## src/hdl/pfm_pkg.sv

```systemverilog
// Shared types, constants and request codes for the page frame manager.
package pfm_pkg;
	localparam int FRAMES_DEF       = 16;
	localparam int PAGE_ID_BITS_DEF = 32;
	localparam int MAX_RESULTS      = 16;
	localparam int PIN_BITS         = 16;

	localparam logic [2:0] REQ_FETCH = 3'd0;
	localparam logic [2:0] REQ_NEW   = 3'd1;
	localparam logic [2:0] REQ_UNPIN = 3'd2;
	localparam logic [2:0] REQ_FLUSH = 3'd3;
	localparam logic [2:0] REQ_ALL   = 3'd4;

	localparam logic [1:0] ST_OK        = 2'd0;
	localparam logic [1:0] ST_PINNED    = 2'd1;
	localparam logic [1:0] ST_NOT_RES   = 2'd2;
	localparam logic [1:0] ST_NOT_PINNED = 2'd3;

	typedef struct packed {
		logic [2:0]  req_type;
		logic [31:0] page_id;
		logic        mark_dirty;
	} req_t;

	typedef struct packed {
		logic [1:0]  status;
		logic [3:0]  frame;
		logic [31:0] result_page;
		logic        load_needed;
		logic        victim_write;
		logic [31:0] victim_page;
		logic        page_write;
		logic        last;
	} rsp_t;
endpackage

```

## src/hdl/pfm_if.sv

```systemverilog
// Valid/ready channel interfaces for requests and results.
interface pfm_req_if;
	logic            valid;
	logic            ready;
	pfm_pkg::req_t   data;
	modport source(output valid, output data, input ready);
	modport sink(input valid, input data, output ready);
endinterface

interface pfm_rsp_if;
	logic            valid;
	logic            ready;
	pfm_pkg::rsp_t   data;
	modport source(output valid, output data, input ready);
	modport sink(input valid, input data, output ready);
endinterface

```

## src/hdl/page_frame_manager_lru_core.sv

```systemverilog
// Page frame manager top level: frame table memory, free FIFO and LRU list.
//  channel | dir | payload
//  req     | in  | req_type, page_id, mark_dirty
//  rsp     | out | status, frame, result_page, load/victim/page write flags, last
//  cfg     | in  | cfg_we, cfg_data (first_page_id)
// One request is handled at a time; input is held off until its last word has left.
// A search reads the frame table memory one frame at a time, through a read state and
// a compare state; flush all sweeps the frames the same way. Free FIFO and LRU list
// updates visit one list entry per cycle. Reset clears control state and the valid/dirty
// bits; a table entry is written in the same cycle as its frame turns valid. A held
// result word stalls the sequencer.
module page_frame_manager_lru_core #(
	parameter int FRAMES       = pfm_pkg::FRAMES_DEF,
	parameter int PAGE_ID_BITS = pfm_pkg::PAGE_ID_BITS_DEF
) (
	input  logic        clk,
	input  logic        arst_n,
	input  logic        cfg_we,
	input  logic [31:0] cfg_data,
	pfm_req_if.sink     req,
	pfm_rsp_if.source   rsp
);
	localparam int FB = (FRAMES > 1) ? $clog2(FRAMES) : 1;
	localparam int CB = $clog2(FRAMES + 1);
	localparam logic [CB-1:0] FRAMES_C = CB'(FRAMES);
	localparam logic [PAGE_ID_BITS-1:0] PMAX = '1;
	localparam logic [pfm_pkg::PIN_BITS-1:0] PIN_MAX = '1;
	localparam logic [4:0] MAXR = 5'(pfm_pkg::MAX_RESULTS);
	localparam logic [FRAMES-1:0] ALL_FRAMES = '1;

	localparam logic [3:0] S_IDLE   = 4'd0;
	localparam logic [3:0] S_SRD    = 4'd1;
	localparam logic [3:0] S_SCMP   = 4'd2;
	localparam logic [3:0] S_DISP   = 4'd3;
	localparam logic [3:0] S_LRURM  = 4'd4;
	localparam logic [3:0] S_TAKE   = 4'd5;
	localparam logic [3:0] S_QSHIFT = 4'd6;
	localparam logic [3:0] S_VRD    = 4'd7;
	localparam logic [3:0] S_ALLOC  = 4'd8;
	localparam logic [3:0] S_UPD    = 4'd9;
	localparam logic [3:0] S_EMIT   = 4'd10;
	localparam logic [3:0] S_FARD   = 4'd11;
	localparam logic [3:0] S_FACMP  = 4'd12;

	// frame table memory: page id and pin count
	logic [PAGE_ID_BITS-1:0]      page_mem [FRAMES];
	logic [pfm_pkg::PIN_BITS-1:0] pin_mem  [FRAMES];
	logic [PAGE_ID_BITS-1:0]      rd_page;
	logic [pfm_pkg::PIN_BITS-1:0] rd_pin;
	logic [FB-1:0]                rd_addr;
	logic                         wr_en;
	logic [FB-1:0]                wr_addr;
	logic [PAGE_ID_BITS-1:0]      wr_page;
	logic [pfm_pkg::PIN_BITS-1:0] wr_pin;

	logic [FRAMES-1:0] valid_q, dirty_q;
	logic [FB-1:0]     freeq_q [FRAMES];
	logic [FB-1:0]     lru_q   [FRAMES];
	logic [CB-1:0]     free_cnt_q, lru_cnt_q;
	logic [PAGE_ID_BITS-1:0] next_page_q;

	logic [3:0]  state_q;
	pfm_pkg::req_t r_q;
	logic [PAGE_ID_BITS-1:0] pid_q;
	logic [FB-1:0] idx_q, f_q;
	logic [CB-1:0] cnt_q;
	logic        found_q, vw_q;
	logic [PAGE_ID_BITS-1:0] vp_q;
	logic [4:0]  nres_q;
	logic        rsp_valid_q;
	pfm_pkg::rsp_t rsp_q;
	logic [FRAMES-1:0] later_dirty;
	logic        fa_last;

	assign req.ready = (state_q == S_IDLE) && !rsp_valid_q;
	assign rsp.valid = rsp_valid_q;
	assign rsp.data  = rsp_q;

	always_ff @(posedge clk) begin
		if (wr_en) begin
			page_mem[wr_addr] <= wr_page;
			pin_mem[wr_addr]  <= wr_pin;
		end
		rd_page <= page_mem[rd_addr];
		rd_pin  <= pin_mem[rd_addr];
	end

	function automatic pfm_pkg::rsp_t mk(logic [1:0] st, logic [FB-1:0] fr,
			logic [PAGE_ID_BITS-1:0] pg, logic ld, logic vw,
			logic [PAGE_ID_BITS-1:0] vp, logic pw, logic lst);
		pfm_pkg::rsp_t o;
		o.status       = st;
		o.frame        = 4'(fr);
		o.result_page  = 32'(pg);
		o.load_needed  = ld;
		o.victim_write = vw;
		o.victim_page  = 32'(vp);
		o.page_write   = pw;
		o.last         = lst;
		return o;
	endfunction

	logic [FB-1:0] idx_last;
	assign idx_last = FB'(FRAMES - 1);

	// flush all: a word is final when no dirty frame lies above it or the cap is hit
	assign later_dirty = valid_q & dirty_q & ((ALL_FRAMES << idx_q) << 1);
	assign fa_last     = (nres_q + 1'b1 == MAXR) || (later_dirty == '0);

	// memory port control
	always_comb begin
		rd_addr = idx_q;
		wr_en   = 1'b0;
		wr_addr = f_q;
		wr_page = pid_q;
		wr_pin  = rd_pin;
		if (state_q == S_ALLOC) begin
			wr_en  = 1'b1;
			wr_pin = pfm_pkg::PIN_BITS'(1);
		end else if (state_q == S_UPD) begin
			wr_en   = 1'b1;
			wr_page = rd_page;
			if (r_q.req_type == pfm_pkg::REQ_FETCH)
				wr_pin = (rd_pin == PIN_MAX) ? rd_pin : rd_pin + 1'b1;
			else
				wr_pin = rd_pin - 1'b1;
		end
		if (state_q == S_TAKE || state_q == S_DISP)
			rd_addr = f_q;
	end

	always_ff @(posedge clk or negedge arst_n) begin
		if (!arst_n) begin
			state_q     <= S_IDLE;
			valid_q     <= '0;
			dirty_q     <= '0;
			free_cnt_q  <= FRAMES_C;
			lru_cnt_q   <= '0;
			next_page_q <= '0;
			rsp_valid_q <= 1'b0;
			for (int i = 0; i < FRAMES; i++) begin
				freeq_q[i] <= FB'(i);
				lru_q[i]   <= '0;
			end
		end else begin
			if (rsp_valid_q && rsp.ready)
				rsp_valid_q <= 1'b0;
			if (cfg_we)
				next_page_q <= PAGE_ID_BITS'(cfg_data);
			unique case (state_q)
				S_IDLE: begin
					if (req.valid && req.ready) begin
						r_q     <= req.data;
						pid_q   <= PAGE_ID_BITS'(req.data.page_id);
						idx_q   <= '0;
						found_q <= 1'b0;
						vw_q    <= 1'b0;
						vp_q    <= '0;
						nres_q  <= '0;
						case (req.data.req_type) inside
							pfm_pkg::REQ_NEW: begin
								pid_q       <= next_page_q;
								next_page_q <= (next_page_q + 1'b1) & PMAX;
								state_q     <= S_TAKE;
							end
							pfm_pkg::REQ_ALL: state_q <= S_FARD;
							pfm_pkg::REQ_FETCH, pfm_pkg::REQ_UNPIN,
							pfm_pkg::REQ_FLUSH: state_q <= S_SRD;
							default: state_q <= S_IDLE;
						endcase
					end
				end
				S_SRD: state_q <= S_SCMP; // read of idx_q in flight
				S_SCMP: begin
					if (valid_q[idx_q] && rd_page == pid_q) begin
						found_q <= 1'b1;
						f_q     <= idx_q;
						state_q <= S_DISP;
					end else if (idx_q == idx_last) begin
						state_q <= S_DISP;
					end else begin
						idx_q   <= idx_q + 1'b1;
						state_q <= S_SRD;
					end
				end
				S_DISP: begin
					// rd_pin valid here for f_q when found (re-read from SCMP)
					if (!found_q) begin
						if (r_q.req_type == pfm_pkg::REQ_FETCH) begin
							state_q <= S_TAKE;
						end else begin
							rsp_q <= mk(pfm_pkg::ST_NOT_RES, '0, pid_q, 1'b0, 1'b0, '0,
								1'b0, 1'b1);
							state_q <= S_EMIT;
						end
					end else if (r_q.req_type == pfm_pkg::REQ_FLUSH) begin
						rsp_q <= mk(pfm_pkg::ST_OK, f_q, pid_q, 1'b0, 1'b0, '0,
							dirty_q[f_q], 1'b1);
						dirty_q[f_q] <= 1'b0;
						state_q <= S_EMIT;
					end else if (r_q.req_type == pfm_pkg::REQ_UNPIN) begin
						if (rd_pin == '0) begin
							rsp_q <= mk(pfm_pkg::ST_NOT_PINNED, f_q, pid_q, 1'b0, 1'b0, '0,
								1'b0, 1'b1);
							state_q <= S_EMIT;
						end else begin
							if (r_q.mark_dirty) dirty_q[f_q] <= 1'b1;
							if (rd_pin == pfm_pkg::PIN_BITS'(1) && lru_cnt_q < FRAMES_C) begin
								lru_q[lru_cnt_q[FB-1:0]] <= f_q;
								lru_cnt_q <= lru_cnt_q + 1'b1;
							end
							state_q <= S_UPD;
						end
					end else begin
						cnt_q   <= '0;
						state_q <= (rd_pin == '0) ? S_LRURM : S_UPD;
					end
				end
				S_LRURM: begin
					// one list slot a cycle: find f_q then shift the tail down
					if (cnt_q >= lru_cnt_q) begin
						state_q <= S_UPD;
					end else if (!vw_q) begin
						if (lru_q[cnt_q[FB-1:0]] == f_q) vw_q <= 1'b1;
						else cnt_q <= cnt_q + 1'b1;
					end else if (cnt_q + 1'b1 < lru_cnt_q) begin
						lru_q[cnt_q[FB-1:0]] <= lru_q[FB'(cnt_q + 1'b1)];
						cnt_q <= cnt_q + 1'b1;
					end else begin
						lru_cnt_q <= lru_cnt_q - 1'b1;
						vw_q      <= 1'b0;
						state_q   <= S_UPD;
					end
				end
				S_TAKE: begin
					cnt_q <= '0;
					if (free_cnt_q != '0) begin
						f_q <= freeq_q[0];
						found_q <= 1'b0;
						state_q <= S_QSHIFT;
					end else if (lru_cnt_q == '0) begin
						rsp_q <= mk(pfm_pkg::ST_PINNED, '0, pid_q, 1'b0, 1'b0, '0,
							1'b0, 1'b1);
						state_q <= S_EMIT;
					end else begin
						f_q <= lru_q[0];
						idx_q <= lru_q[0];
						found_q <= 1'b1;
						state_q <= S_QSHIFT;
					end
				end
				S_QSHIFT: begin
					if (!found_q) begin
						if (cnt_q + 1'b1 < free_cnt_q) begin
							freeq_q[cnt_q[FB-1:0]] <= freeq_q[FB'(cnt_q + 1'b1)];
							cnt_q <= cnt_q + 1'b1;
						end else begin
							free_cnt_q <= free_cnt_q - 1'b1;
							state_q    <= S_ALLOC;
						end
					end else begin
						if (cnt_q + 1'b1 < lru_cnt_q) begin
							lru_q[cnt_q[FB-1:0]] <= lru_q[FB'(cnt_q + 1'b1)];
							cnt_q <= cnt_q + 1'b1;
						end else begin
							lru_cnt_q <= lru_cnt_q - 1'b1;
							state_q   <= S_VRD;
						end
					end
				end
				S_VRD: begin
					// read of victim page issued when idx_q was set; data ready
					vw_q <= valid_q[f_q] && dirty_q[f_q];
					vp_q <= (valid_q[f_q] && dirty_q[f_q]) ? rd_page : '0;
					state_q <= S_ALLOC;
				end
				S_ALLOC: begin
					valid_q[f_q] <= 1'b1;
					dirty_q[f_q] <= (r_q.req_type == pfm_pkg::REQ_NEW);
					if (r_q.req_type == pfm_pkg::REQ_NEW)
						rsp_q <= mk(pfm_pkg::ST_OK, f_q, pid_q, 1'b0, vw_q, vp_q, 1'b1, 1'b1);
					else
						rsp_q <= mk(pfm_pkg::ST_OK, f_q, pid_q, 1'b1, vw_q, vp_q, 1'b0, 1'b1);
					state_q <= S_EMIT;
				end
				S_UPD: begin
					rsp_q <= mk(pfm_pkg::ST_OK, f_q, pid_q, 1'b0, 1'b0, '0, 1'b0, 1'b1);
					state_q <= S_EMIT;
				end
				S_EMIT: begin
					if (!rsp_valid_q) begin
						rsp_valid_q <= 1'b1;
						state_q     <= (r_q.req_type == pfm_pkg::REQ_ALL && !rsp_q.last)
							? S_FARD : S_IDLE;
						if (r_q.req_type == pfm_pkg::REQ_ALL && !rsp_q.last)
							idx_q <= idx_q + 1'b1;
					end
				end
				S_FARD: state_q <= S_FACMP;
				S_FACMP: begin
					// wait until the previous word has left the output register
					if (!rsp_valid_q) begin
						if (valid_q[idx_q] && dirty_q[idx_q] && nres_q < MAXR) begin
							dirty_q[idx_q] <= 1'b0;
							nres_q  <= nres_q + 1'b1;
							rsp_q   <= mk(pfm_pkg::ST_OK, idx_q, rd_page, 1'b0, 1'b0, '0,
								1'b1, fa_last);
							state_q <= S_EMIT;
						end else if (idx_q == idx_last) begin
							// reached only when no dirty frame was found
							rsp_q   <= mk(pfm_pkg::ST_OK, '0, '0, 1'b0, 1'b0, '0, 1'b0, 1'b1);
							state_q <= S_EMIT;
						end else begin
							idx_q   <= idx_q + 1'b1;
							state_q <= S_FARD;
						end
					end
				end
				default: state_q <= S_IDLE;
			endcase
		end
	end
endmodule

```

## src/flat_wrapper.sv

```systemverilog
// flat-port wrapper written by rule: the top's interface ports become plain ports
module page_frame_manager_lru_core_flat 
#(
	parameter int FRAMES       = pfm_pkg::FRAMES_DEF,
	parameter int PAGE_ID_BITS = pfm_pkg::PAGE_ID_BITS_DEF
)
  (clk, arst_n, cfg_we, cfg_data, req_valid, req_data, req_ready, rsp_valid, rsp_data, rsp_ready);
  pfm_req_if req_i ();
  pfm_rsp_if rsp_i ();
  input  logic clk;
  input  logic arst_n;
  input  logic cfg_we;
  input  logic [31:0] cfg_data;
  input wire logic [$bits(req_i.valid)-1:0] req_valid;
  input wire logic [$bits(req_i.data)-1:0] req_data;
  output wire logic [$bits(req_i.ready)-1:0] req_ready;
  output wire logic [$bits(rsp_i.valid)-1:0] rsp_valid;
  output wire logic [$bits(rsp_i.data)-1:0] rsp_data;
  input wire logic [$bits(rsp_i.ready)-1:0] rsp_ready;
  assign req_i.valid = req_valid;
  assign req_i.data = req_data;
  assign req_ready = req_i.ready;
  assign rsp_valid = rsp_i.valid;
  assign rsp_data = rsp_i.data;
  assign rsp_i.ready = rsp_ready;
  page_frame_manager_lru_core #(.FRAMES(FRAMES), .PAGE_ID_BITS(PAGE_ID_BITS)) u_core (.clk(clk), .arst_n(arst_n), .cfg_we(cfg_we), .cfg_data(cfg_data), .req(req_i), .rsp(rsp_i));
endmodule
```

## config.mk

```make
export PLATFORM = sky130hd
export DESIGN_NAME = page_frame_manager_lru_core_flat
export DESIGN_NICKNAME = d
export VERILOG_FILES = /design/src/hdl/pfm_pkg.sv /design/src/hdl/pfm_if.sv /design/src/hdl/page_frame_manager_lru_core.sv /design/src/flat_wrapper.sv
export SDC_FILE = /design/constraint.sdc
export NUM_CORES = 2
export LEC_CHECK = 0
export BUFFER_PORTS_ARGS = -buffer_cell sky130_fd_sc_hd__buf_4
export CAP_MARGIN = 20
export CORE_MARGIN = 2
export CORE_UTILIZATION = 29
export DETAILED_ROUTE_END_ITERATION = 16
export GPL_TIMING_DRIVEN = 0
export SYNTH_ARGS = -nofsm -noshare
export SYNTH_HDL_FRONTEND = slang
export SYNTH_SLANG_ARGS = --single-unit
```

## constraint.sdc

```tcl
create_clock -name clk -period 17.7 [get_ports clk]
set_clock_uncertainty 0.1 [all_clocks]
set_input_delay 0.885 -clock clk [delete_from_list [all_inputs] [get_ports clk]]
set_output_delay 0.885 -clock clk [all_outputs]
set_load 0.01 [all_outputs]
```

# Word level (Yosys, flattened, before mapping)
# Memory sizes are Yosys's and may differ from the RTL's. A register that Yosys moved wholly into a read port is not among the register bits.
# Index checks and enable logic that the tools add are counted.
[op_classes]
add_sub_neg = 9
multipliers = 0
div = 0
magnitude_cmp = 14
n_eq_ne = 60
shift = 1
n_mux = 154
bitwise_logic = 13
reduce_logical = 50
[op_table]
columns = ["cell", "n"]
rows = [
  ["two-way mux 74 bit", 10],
  ["two-way mux 64 bit", 9],
  ["one-hot mux 74 bit (5 select lines)", 1],
  ["two-way mux 32 bit", 9],
  ["bitwise mux 64 bit", 3],
  ["one-hot mux 64 bit (3 select lines)", 1],
  ["two-way mux 16 bit", 11],
  ["two-way mux 4 bit", 41],
  ["two-way mux 5 bit", 21],
  ["bitwise AND 16 bit", 4],
  ["one-hot mux 32 bit (2 select lines)", 1],
  ["binary-select mux 4 bit (select 4 bit)", 3],
  ["one-hot mux 16 bit (3 select lines)", 1],
  ["one-hot mux 4 bit (12 select lines)", 1],
  ["two-way mux 36 bit", 1],
  ["adder 32 x 1 -> 32 bit, second input constant", 1],
  ["demux 4 bit (select 4 bit)", 2],
  ["== test 32 bit", 1],
  ["zero test 16 bit", 2],
  ["inverter 16 bit", 2],
  ["bitwise OR 16 bit", 2],
  ["!= test 2 bit, second input constant", 14],
  ["== test 4 bit, second input constant", 6],
  ["two-way mux 1 bit", 23],
  ["other kinds (59)", 131],
]
[word_totals]
register_bits = 369
latchBits = 0
ram_bits = 768
rom_bits = 0
in_bits = 73
out_inout_bits = 76
elab_cells = 360
mem_count = 2
[mem_list]
columns = ["name", "words", "width", "read_ports", "rd_clocked_by_memory_dff", "write_ports", "line", "source"]
rows = [
  ["u_core.page_mem", 16, 32, 1, 1, 1, "page_frame_manager_lru_core.sv:46", "logic [PAGE_ID_BITS-1:0] page_mem [FRAMES];"],
  ["u_core.pin_mem", 16, 16, 1, 1, 1, "page_frame_manager_lru_core.sv:47", "logic [pfm_pkg::PIN_BITS-1:0] pin_mem [FRAMES];"],
]

# Depth between registers and ports, before layout
[depth]
word_depth = 12
mapped_depth = 14
ltp_nobuf = 9

# Worst setup path after synthesis
# Ideal clock, no wire load.
[synth_path]
path_type = "reg2reg"
from = "reg u_core.idx_q[0]"
to = "reg u_core.rsp_q (netlist bit u_core.rsp.data[0]) (enable)"
arrival_time_ns = 6.888
t_required_ns = 17.003
setup_slack_ns = 10.115
path_stages_with_launch = 8
n_path_buf = 1
path_cell_list = "edfxtp_1 > buf_4 > mux4_2 > nand2_1 > a2111oi_0 > nor2_1 > and3_1 > nor3_1"
[synth_between]
elab_chain_len = 6
word_cells_on_any_way = 9
classes_between = "eq/ne (2); mux (4); reduce/logical (3)"
[synth_lines]
columns = ["item", "line", "source"]
rows = [
  ["from (decl)", "page_frame_manager_lru_core.sv:65", "logic [FB-1:0] idx_q, f_q;"],
  ["from (signal assigned)", "page_frame_manager_lru_core.sv:182", "idx_q <= idx_q + 1'b1;"],
  ["from (signal assigned)", "page_frame_manager_lru_core.sv:247", "idx_q <= lru_q[0];"],
  ["from (signal assigned)", "page_frame_manager_lru_core.sv:296", "idx_q <= idx_q + 1'b1;"],
  ["binary-select mux 1 bit (select 4 bit)", "page_frame_manager_lru_core.sv:303", "if (valid_q[idx_q] && dirty_q[idx_q] && nres_q < MAXR) begin"],
  ["two-way mux 1 bit (implied by the code)", "page_frame_manager_lru_core.sv:303", ""],
  ["logical AND 1 bit (2 in series)", "page_frame_manager_lru_core.sv:303", ""],
  ["!= test 3 x 1 -> 1 bit (no source line) *", "-", ""],
  ["AND reduction 9 bit (no source line) *", "-", ""],
  ["to (signal assigned)", "page_frame_manager_lru_core.sv:287", "rsp_q <= mk(pfm_pkg::ST_OK, f_q, pid_q, 1'b0, 1'b0, '0, 1'b0, 1'b1);"],
  ["to (signal assigned)", "page_frame_manager_lru_core.sv:306", "rsp_q <= mk(pfm_pkg::ST_OK, idx_q, rd_page, 1'b0, 1'b0, '0,"],
  ["to (signal assigned)", "page_frame_manager_lru_core.sv:311", "rsp_q <= mk(pfm_pkg::ST_OK, '0, '0, 1'b0, 1'b0, '0, 1'b0, 1'b1);"],
  ["to (decl)", "page_frame_manager_lru_core.sv:71", "pfm_pkg::rsp_t rsp_q;"],
]
# Every way passes the cells marked *; elsewhere a longest branch is shown, timed or not. The select of a mux whose other input is x is not followed.
# A chain may end at the register's enable or synchronous reset.

# Worst setup path after layout
[layout_path]
from = "reg u_core.cnt_q[0]"
to = "reg u_core.lru_q[5] (netlist bit)"
[layout_between]
elab_chain_len = 10
word_cells_on_any_way = 21
classes_between = "add/sub (1); order compare (4); eq/ne (1); mux (11); bitwise (2); reduce/logical (2)"
[layout_lines]
columns = ["item", "line", "source"]
rows = [
  ["from (decl)", "page_frame_manager_lru_core.sv:66", "logic [CB-1:0] cnt_q;"],
  ["from (signal assigned)", "page_frame_manager_lru_core.sv:225", "else cnt_q <= cnt_q + 1'b1;"],
  ["from (signal assigned)", "page_frame_manager_lru_core.sv:228", "cnt_q <= cnt_q + 1'b1;"],
  ["from (signal assigned)", "page_frame_manager_lru_core.sv:256", "cnt_q <= cnt_q + 1'b1;"],
  ["adder 5 x 1 -> 5 bit or inverter 4 -> 5 bit (tied branches)", "-", ""],
  ["inverter 4 -> 5 bit (implied by the code), or another cell as far along", "page_frame_manager_lru_core.sv:227, page_frame_manager_lru_core.sv:263", ""],
  ["binary-select mux 4 bit (select 4 bit) or logical AND 1 bit (tied branches)", "page_frame_manager_lru_core.sv:227, page_frame_manager_lru_core.sv:263", ""],
  ["two-way mux 4 bit (implied by the code)", "page_frame_manager_lru_core.sv:227, page_frame_manager_lru_core.sv:263", ""],
  ["two-way mux 4 bit (implied by the code) or demux 4 bit (select 4 bit) (tied branches)", "page_frame_manager_lru_core.sv:227, page_frame_manager_lru_core.sv:263", ""],
  ["bitwise mux 64 bit", "page_frame_manager_lru_core.sv:227, page_frame_manager_lru_core.sv:263", ""],
  ["two-way mux 64 bit", "page_frame_manager_lru_core.sv:226, page_frame_manager_lru_core.sv:262", ""],
  ["two-way mux 64 bit", "page_frame_manager_lru_core.sv:223", "end else if (!vw_q) begin"],
  ["two-way mux 64 bit", "page_frame_manager_lru_core.sv:221", "if (cnt_q >= lru_cnt_q) begin"],
  ["one-hot mux 64 bit (3 select lines)", "page_frame_manager_lru_core.sv:150", "unique case (state_q)"],
  ["to (signal, indexed assignment)", "page_frame_manager_lru_core.sv:209", "lru_q[lru_cnt_q[FB-1:0]] <= f_q;"],
  ["to (signal, indexed assignment)", "page_frame_manager_lru_core.sv:227", "lru_q[cnt_q[FB-1:0]] <= lru_q[FB'(cnt_q + 1'b1)];"],
  ["to (signal, indexed assignment)", "page_frame_manager_lru_core.sv:263", "lru_q[cnt_q[FB-1:0]] <= lru_q[FB'(cnt_q + 1'b1)];"],
  ["to (decl)", "page_frame_manager_lru_core.sv:58", "logic [FB-1:0] lru_q [FRAMES];"],
]
# Several ways; a longest one is shown, not always the timed one. The select of a mux whose other input is x is not followed.

==> summary.md <==
| Metric | Value |
|---|---|
| Root Buffer | clkbuf_16 |
| Seq/Total Area, Yosys | 65.5% |
| Area leader, netlist | edfxtp_1 |
| # nets final | 4064 |
| RR Startpoint | u_core.cnt_q[0]$_SDFFCE_PP0P_ |
| Critical path peak fanout | 10 |
| Worst EP arrival | 5.72 ns |
| HP Start | cfg_data[20] |
| Synth unique cells | 100 |
| Port bufs | 147 |
| Number of synthesized flops with an enable pin | 930 |
| Min-Delay Endpoint | u_core.next_page_q[20]$_DFF_PN0_ |
| Pwr/cell area | 148 nW/um^2 |
| Die footprint | 183000 sq um |
| GRT Total Usage | about 18% |
| Status | completed |
| Post-synthesis mux area share | 13.1% |
| Final non-filler cell total | 6412 |
| Syn Nets | 3746 |
| Max Cap Violations | 0 |
| Final setup violation count | 0 |
| GR Overflow Total | 0 |
| Compound-cell area share of the yosys netlist | around 8.5% |
| Simple-Gate Fraction of Synth Area | 8.20% |
| I/O pins | 149 |
| Clk_lat worst skew | 0.76 ns |
| Fin crit share | 29.6% |
| Fin. Hold Viols | 0 |
| Xor-xnor portion of the synthesized cell area | 1.19% |
| PostCTS Resize Cnt | 0 |
| Largest family of logic cells by synthesized area | multiplexers |
| Leak | 22.2 nW |
| Post-route setup TNS | 0 ns |
| GP Congestion | 0.936 |
| Commonest non-fill, non-tap cell in the layout | edfxtp_1 |
| Final core utilization | about a third |
| Worst slew margin | 18.6% |
| Ys flop type | edfxtp_1 |
| CP Launch Type | flip-flop |
| Synth Register Bits | ~1200 |
| P&R area growth vs syn | 17.6% |
| Avg Synthesized Cell Area | 14.3 sq um |
| Worst R2R End | u_core.lru_q[5]$_DFFE_PN0P_ |
| DR pass1 iterations | 9 |
| Placed Cells | 6188 |
| Fraction of layout cells with a size suffix above 1 | 18.3% |
| Post-synthesis cell count | 3636 |
| DRC | 0 |
| Hpwl dp | 119000 um |
| Final WL | 170000 um |
| Post-synth ARST share | 17.5% |
| Core area | 178000 sq um |
| Vias | around 35000 |
| Largest cells by area after synthesis | edfxtp_1, dfrtp_1, mux2i_1, mux4_2, o22ai_1 |
| CTS H-Tree Depth | 3 |
| Yosys top cell area share | 53.6% |
| Final worst path period need | 5.24 ns |
| Cell area after synthesis | 52100 sq um |
| Max-slew violation count | 0 |
| First-pass GRT wire length | roughly 240000 um |
| Die width | 428 um |
| Row Count | around 160 |
| DR WL/cell | 26.5 um |
| Critical Path RT | about 18 ns |
| Die Y | 428 um |
| WS Path Type | flip-flop to flip-flop |
| Antenna viol nets, final | 0 |
| Commonest cells after routing, fill and taps aside | edfxtp_1, mux2i_1, nand2_1 |
| Fin Hold WS | 0.253 ns |
| Vias in the first global route | 33100 |
| Num CTS Buffers | 113 |
| Min-Delay Path Depth | 2 |
| Worst hold path type | input port to flip-flop |
| Post-Synth Adder-Cell Area | 0.904% |
| Clk buf depth | 3 |
| Crit. End Element | flip-flop |
| Initial antenna violation count | 3 |
| IR Drop Worst-Case VDD | 0.0973 mV |
| Starting Density | between 20 and 30% |
| Reg2Reg Depth | 13 |
| RSZ-0062 raised after global routing | no |
| DR vias/cell | ~5.4 |
| FMAX | 191 MHz |
| Least-Margin Pin Slew | 1.22 ns |
| CTS tree | built |
| Worst-path clk slew | roughly 0.06 ns |
| Clock Sinks | 1185 |
| Reg-to-reg setup timing slack | between 10 and 15 ns |
| DRT iter0 DRCs | 4287 |
| Synth warnings | 0 |
| Largest net degree at the start of global routing | 104 |
routing by layer:
| metal | global-route usage [%] | wire (um) |
|---|---|---|
| met1 | 25.1 | 71300 |
| met2 | 29.1 | 79600 |
| met3 | 2.34 | 12900 |
| met4 | 6.54 | 5880 |
| met5 | 0 | 13 |
repair_timing:
item	in CTS	in global routing
setup buffers	0	0
hold endpoints to repair	23	0
hold buffers	1	0
flip-flops by register name (all words and copies together), names as in the netlist, 5 cells and up, named ones only:
| signal | count |
|---|---|
| u_core.cnt_q | 5 |
| u_core.free_cnt_q | 5 |
| u_core.freeq_q | 64 |
| u_core.lru_cnt_q | 5 |
| u_core.lru_q | 64 |
| u_core.next_page_q | 32 |
| u_core.nres_q | 5 |
| u_core.page_mem | 512 |
| u_core.pid_q | 32 |
| u_core.pin_mem | 256 |
| u_core.rd_page | 32 |
| u_core.rd_pin | 16 |
| u_core.rsp.data | 74 |
| u_core.valid_q | 16 |
| u_core.vp_q | 32 |
how the worst max path moves through the flow:
stage / from / end / slack (ns) / depth (start not counted)
floorplan: u_core.idx_q[0]$_SDFFCE_PN0P_ / u_core.rsp.data[0]$_SDFFCE_PP1P_ / 10.11 / 7
global placement: arst_n / u_core.rsp.data[13]$_SDFFCE_PP0P_ / 4.43 / 3
detailed placement: u_core.cnt_q[0]$_SDFFCE_PP0P_ / u_core.lru_q[5]$_DFFE_PN0P_ / 12.43 / 13
CTS: u_core.cnt_q[0]$_SDFFCE_PP0P_ / u_core.lru_q[5]$_DFFE_PN0P_ / 12.44 / 13
global route: u_core.cnt_q[0]$_SDFFCE_PP0P_ / u_core.lru_q[36]$_DFFE_PN0P_ / 12.19 / 13
finish: u_core.cnt_q[0]$_SDFFCE_PP0P_ / u_core.lru_q[5]$_DFFE_PN0P_ / 12.46 / 13
stage by stage:
| step | setup WS (ns) | total power [mW] | cell area (sq um) |
|---|---|---|---|
| final | 12.46 | 9.06 | 61200 |
| after floorplan | 10.11 | 5.38 | 52100 |
| after global routing | 12.19 | 9.37 | 61200 |
| after global placement | 4.43 | 6.47 | 56100 |
| after detailed placement | 12.43 | 6.51 | 57300 |
| after CTS | 12.44 | 9.05 | 61200 |
report_power, final:
part	switching (mW)	leakage (nW)	internal, mW
Combinational	1.78	8.81	0.964
Sequential	0.296	11.5	3.47
Clock	1.11	1.88	1.44
Total	3.19	22.2	5.88
final cells by class:
type | count | area, sq um
clock inverter | 67 | 810
fill | 17200 | 117000
inverter | 41 | 154
multi-input combinational | 2179 | 16800
buffer | 231 | 1160
sequential | 1185 | 34100
antenna | 2 | 5.00
tap | 2355 | 2950
clock buffer | 149 | 3110
timing repair buffer | 203 | 2170
cell families (layout without fill, tap and decap cells):
logic type               after synthesis  after routing
AND/OR/NAND/NOR                      824            824
multiplexers                         587            587
adder cells (fa/ha/maj)               37             37
buffers and inverters                272            691
AO/OA/AOI/OAI                        661            661
other                                  0              2
flip-flops                          1185           1185
XOR/XNOR                              70             70
cell usage after synthesis (66+ instances only):
library cell    n
a22o_1         69
mux4_2         66
clkbuf_1      109
o21ai_0       124
mux2_2         87
nand3_1        93
a21oi_1        79
mux2i_1       422
nand2_1       246
buf_2          69
nor2_1        133
o22ai_1       205
edfxtp_1      930
dfrtp_1       174
critical path, cell delays in order, from the launching register on:
cell and delay (ns):
edfxtp_1 0.44, buf_6 0.22, buf_6 0.22, buf_2 0.36, buf_2 0.44, inv_1 0.20
ha_1 0.47, clkbuf_1 0.29, buf_2 0.45, mux4_2 0.58, mux2i_1 0.53, mux2i_1 0.17
nand3_1 0.41, o221ai_1 0.21
(Power assumes the default switching activity.)
